### src/rtl/acrms_pkg.sv
// Shared types, widths and codes for the AC current RMS meter.
// No dependencies; imported by every module of the block.
package acrms_pkg;

  localparam int ADC_WIDTH = 12;
  localparam int FILT_W    = 24;   // filtered sample, signed Q15.8
  localparam int T_W       = ((ADC_WIDTH + 9 > FILT_W) ? ADC_WIDTH + 9 : FILT_W) + 1;
  localparam int MUL_A_W   = 33;
  localparam int MUL_P_W   = MUL_A_W + T_W;
  localparam int SUM_W     = 64;
  localparam int DIVR_W    = 16;
  localparam int ROOT_W    = SUM_W / 2;
  localparam int VOLTS_W   = 9;

  // current times volts plus rounding
  localparam int PWR_W       = 25;
  // divide by 1000: drop three bits, then multiply by ceil(2^29 / 125) and shift by 29
  localparam int POWER_SHIFT = 29;
  localparam logic [MUL_A_W-1:0] POWER_RECIP = MUL_A_W'(4294968);
  localparam logic [PWR_W-1:0]   POWER_RND   = PWR_W'(500);

  typedef enum logic [1:0] {
    CFG_FILTER_COEF = 2'd0,
    CFG_SCALE       = 2'd1,
    CFG_THRESHOLD   = 2'd2,
    CFG_MAINS_VOLTS = 2'd3
  } cfg_reg_t;

  typedef enum logic [3:0] {
    ST_IDLE,
    ST_FILT,
    ST_YSAT,
    ST_SQ,
    ST_ACC,
    ST_DIV,
    ST_DIV_WAIT,
    ST_SQRT_WAIT,
    ST_SCALE,
    ST_CUR,
    ST_PMUL,
    ST_PDIV,
    ST_PDIV_WAIT,
    ST_OUT
  } state_t;

  typedef struct packed {
    logic [ADC_WIDTH-1:0] adc_sample;
    logic                 window_start;
    logic                 window_end;
  } sample_t;

  typedef struct packed {
    logic [15:0] current_ma;
    logic [15:0] power_w;
    logic [15:0] samples_used;
    logic        below_threshold;
  } result_t;

endpackage

### src/rtl/acrms_mul.sv
// Shared signed multiplier with registered product.
// Depends on acrms_pkg for operand widths.
module acrms_mul import acrms_pkg::*; (
  input  logic                      clk,
  input  logic signed [MUL_A_W-1:0] a,
  input  logic signed [T_W-1:0]     b,
  output logic signed [MUL_P_W-1:0] prod
);

  always_ff @(posedge clk) begin
    prod <= a * b;
  end

endmodule

### src/rtl/acrms_div.sv
// Restoring divider, one quotient bit per cycle, 64-bit dividend by 16-bit divisor.
// Depends on acrms_pkg for widths.
module acrms_div import acrms_pkg::*; (
  input  logic              clk,
  input  logic              rst,
  input  logic              start,
  input  logic [SUM_W-1:0]  dividend,
  input  logic [DIVR_W-1:0] divisor,
  output logic [SUM_W-1:0]  quotient,
  output logic              done
);

  localparam int CNT_W = $clog2(SUM_W + 1);

  logic [DIVR_W:0]   rem;
  logic [DIVR_W-1:0] dsor;
  logic [CNT_W-1:0]  cnt;
  logic              busy;
  logic [DIVR_W:0]   shifted;

  assign shifted = {rem[DIVR_W-1:0], quotient[SUM_W-1]};

  always_ff @(posedge clk) begin
    if (rst) begin
      busy <= 1'b0;
      done <= 1'b0;
      cnt  <= '0;
    end else begin
      done <= 1'b0;
      if (start) begin
        busy     <= 1'b1;
        cnt      <= CNT_W'(SUM_W);
        rem      <= '0;
        dsor     <= divisor;
        quotient <= dividend;
      end else if (busy) begin
        if (shifted >= {1'b0, dsor}) begin
          rem      <= shifted - {1'b0, dsor};
          quotient <= {quotient[SUM_W-2:0], 1'b1};
        end else begin
          rem      <= shifted;
          quotient <= {quotient[SUM_W-2:0], 1'b0};
        end
        cnt <= cnt - CNT_W'(1);
        if (cnt == CNT_W'(1)) begin
          busy <= 1'b0;
          done <= 1'b1;
        end
      end
    end
  end

endmodule

### src/rtl/acrms_sqrt.sv
// Digit-by-digit integer square root, two radicand bits per cycle.
// Depends on acrms_pkg for widths.
module acrms_sqrt import acrms_pkg::*; (
  input  logic              clk,
  input  logic              rst,
  input  logic              start,
  input  logic [SUM_W-1:0]  radicand,
  output logic [ROOT_W-1:0] root,
  output logic              done
);

  localparam int STEPS = SUM_W / 2;
  localparam int CNT_W = $clog2(STEPS + 1);
  localparam int REM_W = ROOT_W + 1;
  localparam int R_W   = ROOT_W + 3;

  logic [SUM_W-1:0] val;
  logic [REM_W-1:0] rem;
  logic [CNT_W-1:0] cnt;
  logic             busy;
  logic [R_W-1:0]   r;
  logic [R_W-1:0]   trial;
  logic [R_W-1:0]   diff;

  assign r     = {rem, val[SUM_W-1 -: 2]};
  assign trial = {1'b0, root, 2'b01};
  assign diff  = r - trial;

  always_ff @(posedge clk) begin
    if (rst) begin
      busy <= 1'b0;
      done <= 1'b0;
      cnt  <= '0;
    end else begin
      done <= 1'b0;
      if (start) begin
        busy <= 1'b1;
        cnt  <= CNT_W'(STEPS);
        val  <= radicand;
        rem  <= '0;
        root <= '0;
      end else if (busy) begin
        if (r >= trial) begin
          rem  <= diff[REM_W-1:0];
          root <= {root[ROOT_W-2:0], 1'b1};
        end else begin
          rem  <= r[REM_W-1:0];
          root <= {root[ROOT_W-2:0], 1'b0};
        end
        val <= {val[SUM_W-3:0], 2'b00};
        cnt <= cnt - CNT_W'(1);
        if (cnt == CNT_W'(1)) begin
          busy <= 1'b0;
          done <= 1'b1;
        end
      end
    end
  end

endmodule

### src/rtl/ac_current_rms_meter.sv
// Top level of the AC current RMS meter: sequencer, state and config registers.
// Depends on acrms_pkg, acrms_mul, acrms_div and acrms_sqrt.
//
//  channel   direction  handshake                  payload
//  sample    in         sample_valid/sample_ready  sample_t
//  result    out        result_valid/result_ready  result_t
//  cfg       in         cfg_valid/cfg_ready        cfg_index, cfg_data
//
// A priming sample without window end is taken in ST_IDLE; a sample without window start goes
// through the shared multiplier (filter product, then square, then accumulate).
// A window end adds a 64-step divider run, a 32-step root and a few multiplier steps
// (an empty window skips the division).
// rst is synchronous and restores config defaults and clears the window state.
// A result waits in the output register; a later window end stalls only when it is still full.
module ac_current_rms_meter import acrms_pkg::*; (
  input  logic        clk,
  input  logic        rst,
  input  logic        sample_valid,
  output logic        sample_ready,
  input  sample_t     sample,
  output logic        result_valid,
  input  logic        result_ready,
  output result_t     result,
  input  logic        cfg_valid,
  output logic        cfg_ready,
  input  cfg_reg_t    cfg_index,
  input  logic [15:0] cfg_data
);

  localparam logic signed [MUL_P_W-1:0] Y_MAX = MUL_P_W'(2**(FILT_W-1) - 1);
  localparam logic signed [MUL_P_W-1:0] Y_MIN = MUL_P_W'(-(2**(FILT_W-1)));
  localparam logic [MUL_P_W-1:0]        RND16 = MUL_P_W'(32768);

  state_t state, state_next;

  logic [15:0]          filter_coef;
  logic [15:0]          scale;
  logic [15:0]          threshold;
  logic [VOLTS_W-1:0]   mains_volts;

  logic [ADC_WIDTH-1:0] prev_sample;
  logic [FILT_W-1:0]    prev_filtered;
  logic [SUM_W-1:0]     square_sum;
  logic [15:0]          sample_counter;

  logic [ADC_WIDTH-1:0] x_q;
  logic                 end_q;
  logic [15:0]          cur_reg;
  logic                 cut_reg;
  logic [15:0]          pwr_reg;

  logic signed [MUL_A_W-1:0] mul_a;
  logic signed [T_W-1:0]     mul_b;
  logic signed [MUL_P_W-1:0] prod;

  logic              div_start;
  logic [SUM_W-1:0]  div_dividend;
  logic [DIVR_W-1:0] div_divisor;
  logic [SUM_W-1:0]  div_quo;
  logic              div_done;

  logic              sqrt_start;
  logic [SUM_W-1:0]  sqrt_radicand;
  logic [ROOT_W-1:0] rms;
  logic              sqrt_done;

  logic              result_load;
  logic              accept;

  // filter, accumulate and result datapath
  logic signed [ADC_WIDTH:0]  diff;
  logic signed [T_W-1:0]      t;
  logic signed [MUL_P_W-1:0]  y_round;
  logic signed [MUL_P_W-1:0]  y_shift;
  logic [FILT_W-1:0]          y_sat;
  logic [SUM_W:0]             sum_add;
  logic [MUL_P_W-1:0]         cur_round;
  logic [15:0]                cur_val;
  logic [PWR_W-1:0]           pwr_num;

  assign sample_ready = (state == ST_IDLE);
  assign cfg_ready    = 1'b1;
  assign accept       = sample_valid && sample_ready;

  assign diff = $signed({1'b0, x_q}) - $signed({1'b0, prev_sample});
  assign t    = $signed({{(T_W-FILT_W){prev_filtered[FILT_W-1]}}, prev_filtered})
              + ($signed({{(T_W-ADC_WIDTH-1){diff[ADC_WIDTH]}}, diff}) <<< 8);

  assign y_round = prod + $signed(RND16);
  assign y_shift = y_round >>> 16;

  always_comb begin
    if (y_shift > Y_MAX) begin
      y_sat = Y_MAX[FILT_W-1:0];
    end else if (y_shift < Y_MIN) begin
      y_sat = Y_MIN[FILT_W-1:0];
    end else begin
      y_sat = y_shift[FILT_W-1:0];
    end
  end

  assign sum_add   = {1'b0, square_sum} + (SUM_W+1)'(prod[2*FILT_W-1:0]);
  assign cur_round = prod + RND16;
  assign cur_val   = (cur_round[MUL_P_W-1:32] != '0) ? 16'hFFFF : cur_round[31:16];
  // rounded power numerator, already divided by 8
  assign pwr_num   = (prod[PWR_W-1:0] + POWER_RND) >> 3;

  acrms_mul u_mul (
    .clk  (clk),
    .a    (mul_a),
    .b    (mul_b),
    .prod (prod)
  );

  acrms_div u_div (
    .clk      (clk),
    .rst      (rst),
    .start    (div_start),
    .dividend (div_dividend),
    .divisor  (div_divisor),
    .quotient (div_quo),
    .done     (div_done)
  );

  acrms_sqrt u_sqrt (
    .clk      (clk),
    .rst      (rst),
    .start    (sqrt_start),
    .radicand (sqrt_radicand),
    .root     (rms),
    .done     (sqrt_done)
  );

  always_comb begin
    state_next    = state;
    mul_a         = '0;
    mul_b         = '0;
    div_start     = 1'b0;
    div_dividend  = square_sum;
    div_divisor   = sample_counter;
    sqrt_start    = 1'b0;
    sqrt_radicand = (sample_counter == '0) ? '0 : div_quo;
    result_load   = 1'b0;
    case (state)
      ST_IDLE: begin
        if (accept) begin
          if (!sample.window_start) begin
            state_next = ST_FILT;
          end else if (sample.window_end) begin
            state_next = ST_DIV;
          end
        end
      end
      ST_FILT: begin
        mul_a      = {{(MUL_A_W-16){1'b0}}, filter_coef};
        mul_b      = t;
        state_next = ST_YSAT;
      end
      ST_YSAT: begin
        state_next = ST_SQ;
      end
      ST_SQ: begin
        mul_a      = {{(MUL_A_W-FILT_W){prev_filtered[FILT_W-1]}}, prev_filtered};
        mul_b      = {{(T_W-FILT_W){prev_filtered[FILT_W-1]}}, prev_filtered};
        state_next = ST_ACC;
      end
      ST_ACC: begin
        state_next = end_q ? ST_DIV : ST_IDLE;
      end
      ST_DIV: begin
        // empty window: mean is zero, go straight to the root
        if (sample_counter == '0) begin
          sqrt_start = 1'b1;
          state_next = ST_SQRT_WAIT;
        end else begin
          div_start  = 1'b1;
          state_next = ST_DIV_WAIT;
        end
      end
      ST_DIV_WAIT: begin
        if (div_done) begin
          sqrt_start = 1'b1;
          state_next = ST_SQRT_WAIT;
        end
      end
      ST_SQRT_WAIT: begin
        if (sqrt_done) begin
          state_next = ST_SCALE;
        end
      end
      ST_SCALE: begin
        mul_a      = {{(MUL_A_W-ROOT_W){1'b0}}, rms};
        mul_b      = {{(T_W-16){1'b0}}, scale};
        state_next = ST_CUR;
      end
      ST_CUR: begin
        state_next = ST_PMUL;
      end
      ST_PMUL: begin
        mul_a      = {{(MUL_A_W-16){1'b0}}, cur_reg};
        mul_b      = {{(T_W-VOLTS_W){1'b0}}, mains_volts};
        state_next = ST_PDIV;
      end
      ST_PDIV: begin
        mul_a      = POWER_RECIP;
        mul_b      = T_W'(pwr_num);
        state_next = ST_PDIV_WAIT;
      end
      ST_PDIV_WAIT: begin
        state_next = ST_OUT;
      end
      ST_OUT: begin
        if (!result_valid || result_ready) begin
          result_load = 1'b1;
          state_next  = ST_IDLE;
        end
      end
      default: begin
        state_next = ST_IDLE;
      end
    endcase
  end

  always_ff @(posedge clk) begin
    if (rst) begin
      state <= ST_IDLE;
    end else begin
      state <= state_next;
    end
  end

  always_ff @(posedge clk) begin
    if (rst) begin
      filter_coef    <= 16'd65274;
      scale          <= 16'd3094;
      threshold      <= 16'd150;
      mains_volts    <= VOLTS_W'(230);
      prev_sample    <= '0;
      prev_filtered  <= '0;
      square_sum     <= '0;
      sample_counter <= '0;
      result_valid   <= 1'b0;
    end else begin
      if (cfg_valid) begin
        case (cfg_index)
          CFG_FILTER_COEF: filter_coef <= cfg_data;
          CFG_SCALE:       scale       <= cfg_data;
          CFG_THRESHOLD:   threshold   <= cfg_data;
          CFG_MAINS_VOLTS: mains_volts <= cfg_data[VOLTS_W-1:0];
          default: ;
        endcase
      end

      if (accept && sample.window_start) begin
        prev_sample    <= sample.adc_sample;
        prev_filtered  <= '0;
        square_sum     <= '0;
        sample_counter <= '0;
      end

      if (state == ST_YSAT) begin
        prev_filtered <= y_sat;
        prev_sample   <= x_q;
        if (sample_counter != 16'hFFFF) begin
          sample_counter <= sample_counter + 16'd1;
        end
      end

      if (state == ST_ACC) begin
        square_sum <= sum_add[SUM_W] ? {SUM_W{1'b1}} : sum_add[SUM_W-1:0];
      end

      if (result_load) begin
        result_valid <= 1'b1;
      end else if (result_ready) begin
        result_valid <= 1'b0;
      end
    end
  end

  // payload registers
  always_ff @(posedge clk) begin
    if (accept) begin
      x_q   <= sample.adc_sample;
      end_q <= sample.window_end;
    end
    if (state == ST_CUR) begin
      cut_reg <= (cur_val < threshold);
      cur_reg <= (cur_val < threshold) ? 16'd0 : cur_val;
    end
    if (state == ST_PDIV_WAIT) begin
      pwr_reg <= prod[POWER_SHIFT +: 16];
    end
    if (result_load) begin
      result.current_ma      <= cur_reg;
      result.power_w         <= pwr_reg;
      result.samples_used    <= sample_counter;
      result.below_threshold <= cut_reg;
    end
  end

  a_cut_zero: assert property (@(posedge clk) disable iff (rst)
    result_valid && result.below_threshold |-> result.current_ma == 16'd0)
    else $error("cut result carries nonzero current");

  a_power_bound: assert property (@(posedge clk) disable iff (rst)
    result_valid |-> result.power_w <= result.current_ma)
    else $error("power exceeds current bound");

  a_count_mono: assert property (@(posedge clk) disable iff (rst)
    state != ST_IDLE |=> sample_counter >= $past(sample_counter))
    else $error("sample count dropped during processing");

  a_div_done: assert property (@(posedge clk) disable iff (rst)
    div_done |-> state == ST_DIV_WAIT)
    else $error("divider finished outside its wait state");

  a_sqrt_done: assert property (@(posedge clk) disable iff (rst)
    sqrt_done |-> state == ST_SQRT_WAIT)
    else $error("root finished outside its wait state");

endmodule

### config.mk
export PLATFORM = sky130hd
export DESIGN_NAME = ac_current_rms_meter
export DESIGN_NICKNAME = d
export VERILOG_FILES = /design/src/rtl/acrms_pkg.sv /design/src/rtl/acrms_mul.sv /design/src/rtl/acrms_div.sv /design/src/rtl/acrms_sqrt.sv /design/src/rtl/ac_current_rms_meter.sv
export SDC_FILE = /design/constraint.sdc
export NUM_CORES = 2
export LEC_CHECK = 0
export ABC_AREA = 1
export BUFFER_PORTS_ARGS = -buffer_cell sky130_fd_sc_hd__buf_4
export CAP_MARGIN = 20
export CORE_UTILIZATION = 40
export DETAILED_ROUTE_END_ITERATION = 7
export GPL_TIMING_DRIVEN = 0
export SYNTH_ARGS = -nofsm -noshare
export SYNTH_HDL_FRONTEND = slang
export SYNTH_HIERARCHICAL = 1
export SYNTH_SLANG_ARGS = --single-unit
export TNS_END_PERCENT = 5
### constraint.sdc
create_clock -name clk -period 20.8 [get_ports clk]
set_input_delay 1.04 -clock clk [delete_from_list [all_inputs] [get_ports clk]]
set_output_delay 1.04 -clock clk [all_outputs]
set_load 0.01 [all_outputs]
# ---- After elaboration in Yosys (flattened, before gate mapping)
# Index checks and enable logic that the tools add are counted.
dict set report classes {
  addsub 11
  mul 1
  div 0
  order_cmp 5
  n_eq_ne 24
  shift 0
  n_mux 57
  bitwise_logic 3
  n_reduce_logical 25
}
# op n
set op_table {}
lappend op_table {{$mux W64} 8}
lappend op_table {{$pmux W33 S5} 1}
lappend op_table {{$pmux W25 S5} 1}
lappend op_table {{$mux W16} 6}
lappend op_table {{$mux W24} 4}
lappend op_table {{$mux W33} 2}
lappend op_table {{$add A64 B48 Y65} 1}
lappend op_table {{$add A58 B16 Y58 const B} 1}
lappend op_table {{$add A58 B17 Y58 const B} 1}
lappend op_table {{$mul A33 B25 Y58} 1}
lappend op_table {{$pmux W4 S14} 1}
lappend op_table {{$gt A42 B24 Y1 const B} 1}
lappend op_table {{$lt A42 B24 Y1 const B} 1}
lappend op_table {{$ge A35 B34 Y1} 1}
lappend op_table {{$sub A33 B33 Y33} 1}
lappend op_table {{$mux W32} 1}
lappend op_table {{$reduce_bool A26 Y1} 1}
lappend op_table {{$add A24 B21 Y25} 1}
lappend op_table {{$add A25 B9 Y25 const B} 1}
lappend op_table {{$eq A4 B4 Y1 const B} 6}
lappend op_table {{$mux W12} 2}
lappend op_table {{$mux W4} 6}
lappend op_table {{$mux W1} 19}
lappend op_table {{$ge A17 B16 Y1} 1}
lappend op_table {{other kinds (33)} 57}
dict set report word_totals {
  ff_bits 573
  latch_bits 0
  ram_bits 0
  rom_bits 0
  mem_count 0
}

# ---- Longest topological paths before layout
dict set report depth {
  depth_word 6
  ltp_mapped 56
  ltp_nobuf 54
}

# ---- By module
# The synthesis kept the hierarchy.
# module n_inst cells_each area_each_um2
set modules_own_cells {}
lappend modules_own_cells {acrms_mul 1 4398 33114.3}
lappend modules_own_cells {ac_current_rms_meter 1 2775 18676.7}
lappend modules_own_cells {acrms_sqrt 1 1181 8693.3}
lappend modules_own_cells {acrms_div 1 663 5595.4}

# ---- Worst setup path after synthesis
# No wires, ideal clock.
dict set report synth_path {
  path_type {register -> register}
  from {reg x_q[0]}
  to {reg u_mul.prod[53]}
  t_arrival_ns 9.189
  slack_ns 11.498
  path_stages_with_launch 46
  n_path_buf 1
  path_cell_list {edfxtp_1 inv_1 ha_1 inv_1 fa_1 a21oi_1 nor2_1 nor2_1 o21ai_0 a21oi_1 o21ai_0 a21oi_1 o21bai_1 nand2_1 nand2_1 a21oi_1 ha_1 nand2_1 [... 10 more ...] fa_1 inv_1 fa_1 fa_1 fa_1 fa_1 inv_1 fa_1 inv_1 ha_1 nand2_1 nor2_2 nand2_1 nor2_2 and3b_1 nand2_1 nand4_1 nand2_1}
}
dict set report synth_via {
  elab_chain_cells 4
}
# element line_no
set synth_lines {}
lappend synth_lines {{start, declared} ac_current_rms_meter.sv:46} ;# logic [ADC_WIDTH-1:0] x_q;
lappend synth_lines {{start signal, assigned} ac_current_rms_meter.sv:284} ;# x_q <= sample.adc_sample;
lappend synth_lines {{$sub A12 B12 Y13} ac_current_rms_meter.sv:85} ;# assign diff = $signed({1'b0, x_q}) - $signed({1'b0, prev_sample});
lappend synth_lines {{$add A24 B21 Y25} ac_current_rms_meter.sv:87} ;# + ($signed({{(T_W-ADC_WIDTH-1){diff[ADC_WIDTH]}}, diff}) <<< 8);
lappend synth_lines {{$pmux W25 S5} ac_current_rms_meter.sv:144} ;# case (state)
lappend synth_lines {{named net mul_b[24]} ac_current_rms_meter.sv:53} ;# logic signed [T_W-1:0] mul_b;
lappend synth_lines {{$mul A33 B25 Y58} acrms_mul.sv:11} ;# prod <= a * b;
lappend synth_lines {{end signal, assigned} acrms_mul.sv:11}
lappend synth_lines {{end, declared} acrms_mul.sv:7} ;# output logic signed [MUL_P_W-1:0] prod
# The timed path passes the listed nets, and every way through them passes these cells.
# A chain may end at the register's enable or synchronous reset.

# ---- Worst setup path after layout
dict set report layout_path {
  from {reg x_q[0]}
  to {reg u_mul.prod[37]}
}
# Same word-level chain as after synthesis.

==> impl_metrics.csv <==
group,metric,value,unit
status,status,"finished, final reports clean",
critical_path,startpoint_type,"register",
yosys,syn-cell-area,66100,um2
critical_path,slowest_delay,0.94,ns
critical_path,cp_common_cell,"fa_1",
job,maxCapViolations,0,
yosys,synth_common_cells,"2824 x nand2_1, 2137 x inv_1, 846 x fa_1, 630 x nor2_1, 320 x edfxtp_1",
floorplanning,die-area,167000,um2
critical_path,worstSetupEndpointType,"register",
critical_path,r2r_start,"x_q[0]$_DFFE_PP_",
routing,via_per_inst,5.04,
routing,drt_pass1_iterations,6,
finish,area_growth,8.89,%
clocking,cts_tree,"done",
global_route,grt_max_degree,31,
clocking,cts_root_buf,"clkbuf_16",
floorplanning,die_h,408,um
sta,setup_violations,0,
placed_design,place_ws,9.00,ns
finish,fin_util,44.1,%
yosys,yosysMostFrequentCell,"nand2_1",
yosys,async_flop_share,0,%
floorplanning,core,163000,um2
critical_path,crit_required,21.27,ns
finish,layout-drive-gt1-share,4.28,%
yosys,synth.area.top_cells,"fa_1 26%, nand2_1 16%, edfxtp_1 15%",
floorplanning,row_count,148,
yosys,synth_top_area_share,25.6,%
global_route,grt_usage,28.3,%
clocking,cts_buffers,60,
routing,wl,238,mm
floorplanning,io_pins,89,
global_route,met3_usage,5.15,%
yosys,ys_ff_latch,573,
sta,worstMarginPinSlew,1.28,ns
worst_hold_path,hold_end,"result[30]$_DFFE_PP_",
worst_hold_path,hp-class,"register to register",
clocking,holdBufCountCts,0,
worst_hold_path,holdCritStartpoint,"pwr_reg[13]$_DFFE_PP_",
pwr,p_per_area,106,nW/um2
yosys,synth_cells,9017,
worst_hold_path,hold_depth,0,
sta,setup_tns,0,ns
global_route,use_met2,45.6,%
yosys,synth_top_area_cell,"fa_1",
placed_design,gp_congestion,1.01,
routing,vias,57600,
global_route,grt_pass1_wl,356,mm
yosys,ys.flop_type,"edfxtp_1",
routing,drt_iter0_markers,5437,
routing,ant_nets,0,
routing,wl_per_cell,20.8,um
critical_path,slowest_stage,"clkbuf_1",
clocking,post_cts_buffers,0,
clocking,post_cts_resized,0,
yosys,ys_seq_area_share,22.2,%
sta,finalCritPeriodShare,58.8,%
critical_path,worstPathArrival,12.70,ns
clocking,clock-sinks,573,
clocking,htree_levels,2,
sta,max_slew_margin,14.9,%
clocking,clk-insertion-delay-late,0.67,ns
global_route,antenna_found_initial,16,
yosys,synth.distinct_cells,63,
sta,rsz0062_at_grt,"no",
floorplanning,dieWidth,408,um
finish,layout.nets,10400,
sta,drv_slew,0,
yosys,syn_avg_cell_area,7.33,um2
yosys,synth_warnings,6,
clocking,cts_buffer_depth,3,
global_route,grt_busiest_layer,"met2",
critical_path,worst-path-max-fanout,10,
sta,fmax,0.0818,GHz
pwr,leakage,38.8,nW
critical_path,r2r_end,"u_mul/prod[37]$_DFF_P_",
global_route,grtUsageMet1,36.5,%
sta,final-hold-violation-count,0,
sta,finalWorstSetupSlack,8.57,ns
pwr,vdd_ir_drop_max,0.0959,mV
yosys,syn_nets,10200,
yosys,synth-edff-count,320,
global_route,grt-ovfl-total,0,
critical_path,r2r_cells,43,
floorplanning,start_util,40.5,%
global_route,first_global_vias,57700,
routing,drc,0,
sta,fin_skew,0.0602,ns
sta,fin_crit,12.23,ns
critical_path,timing_worst_setup_path_type,"register to register",
clocking,clk_pin_slew_worst_paths,0.07,ns
critical_path,r2r_setup_slack,8.57,ns
placed_design,place_hpwl,196,mm
placed_design,portBuffers,87,
-- routing by layer --
metal	vias to the layer above	wire length (um)
met5	-	63
met4	10	13700
met3	573	20100
met2	2445	107000
met1	27500	96700
li1	27100	-
-- cells by family after synthesis --
family / share of synthesized area (%)
compound gates: 5.53
xor+xnor: 1.79
fa+ha+maj: 31.4
buf+inv: 14.3
flops: 22.2
other cells: 0.00567
simple gates: 24.8
-- worst max-delay path by stage --
| stage | startpoint | endpoint | slack [ns] |
|---|---|---|---|
| 6_report | x_q[0]$_DFFE_PP_ | u_mul/prod[37]$_DFF_P_ | 8.57 |
| 5_1_grt | x_q[0]$_DFFE_PP_ | u_mul/prod[53]$_DFF_P_ | 8.14 |
| 4_1_cts | x_q[0]$_DFFE_PP_ | u_mul/prod[25]$_DFF_P_ | 8.89 |
| 3_5_place_dp | x_q[0]$_DFFE_PP_ | u_mul/prod[25]$_DFF_P_ | 9.00 |
| 3_3_place_gp | div_divisor[0]$_SDFF_PP0_ | u_sqrt/rem[32]$_SDFFCE_PP0P_ | 7.56 |
| 2_1_floorplan | x_q[0]$_DFFE_PP_ | u_mul/prod[53]$_DFF_P_ | 11.50 |
-- cell usage in the layout (no fill, tap or decap), types with 33 or more instances in the layout --
cell,synthesis,routed
a21oi_1,314,312
buf_4,6,95
clkbuf_1,293,297
clkbuf_16,0,60
dfxtp_1,253,253
edfxtp_1,320,320
fa_1,846,846
ha_1,306,306
inv_1,2137,2137
nand2_1,2824,2824
nand3_1,202,202
nand3b_1,48,48
nand4_1,81,81
nor2_1,630,628
nor2_2,52,54
nor3_1,50,48
o21ai_0,213,212
xnor2_1,33,33
xor2_1,102,102
-- per-stage QoR --
step	instances	area, um2	total power [mW]	hold WS, ns
2_1_floorplan	9017	66100	4.33	0.400
3_3_place_gp	11300	69500	6.35	0.405
3_5_place_dp	11300	69800	6.38	0.406
4_1_cts	11400	71900	7.53	0.412
5_1_grt	11400	72000	8.09	0.427
6_report	11400	72000	7.65	0.412
-- worst max-delay path, delay by kind of cell (launching register included) --
family / cells / cell delay [ns]
buf+inv: 7 / 2.02
simple gates: 15 / 1.84
compound gates: 9 / 2.26
fa+ha+maj: 11 / 5.36
xor+xnor: 1 / 0.13
flops: 1 / 0.40
-- area by class of cell --
| type | count | area [um2] |
|---|---|---|
| fillers | 16800 | 91400 |
| repair buffers | 111 | 1040 |
| plain buffers | 329 | 1340 |
| inverters | 2155 | 8090 |
| clock inverters | 40 | 403 |
| multi-input cells | 5960 | 42000 |
| clock buffers | 74 | 1650 |
| flip-flops and latches | 573 | 14700 |
| diodes | 8 | 20.0 |
| well taps | 2175 | 2720 |
-- power by group --
| part | leakage [nW] | switching, mW | total [mW] | internal, mW |
|---|---|---|---|---|
| Clock | 1.01 | 0.492 | 1.12 | 0.631 |
| Combinational | 32.8 | 3.62 | 5.04 | 1.42 |
| Sequential | 4.95 | 0.135 | 1.49 | 1.35 |
| Total | 38.8 | 4.25 | 7.65 | 3.40 |
Power figures use the tool's default switching activity.
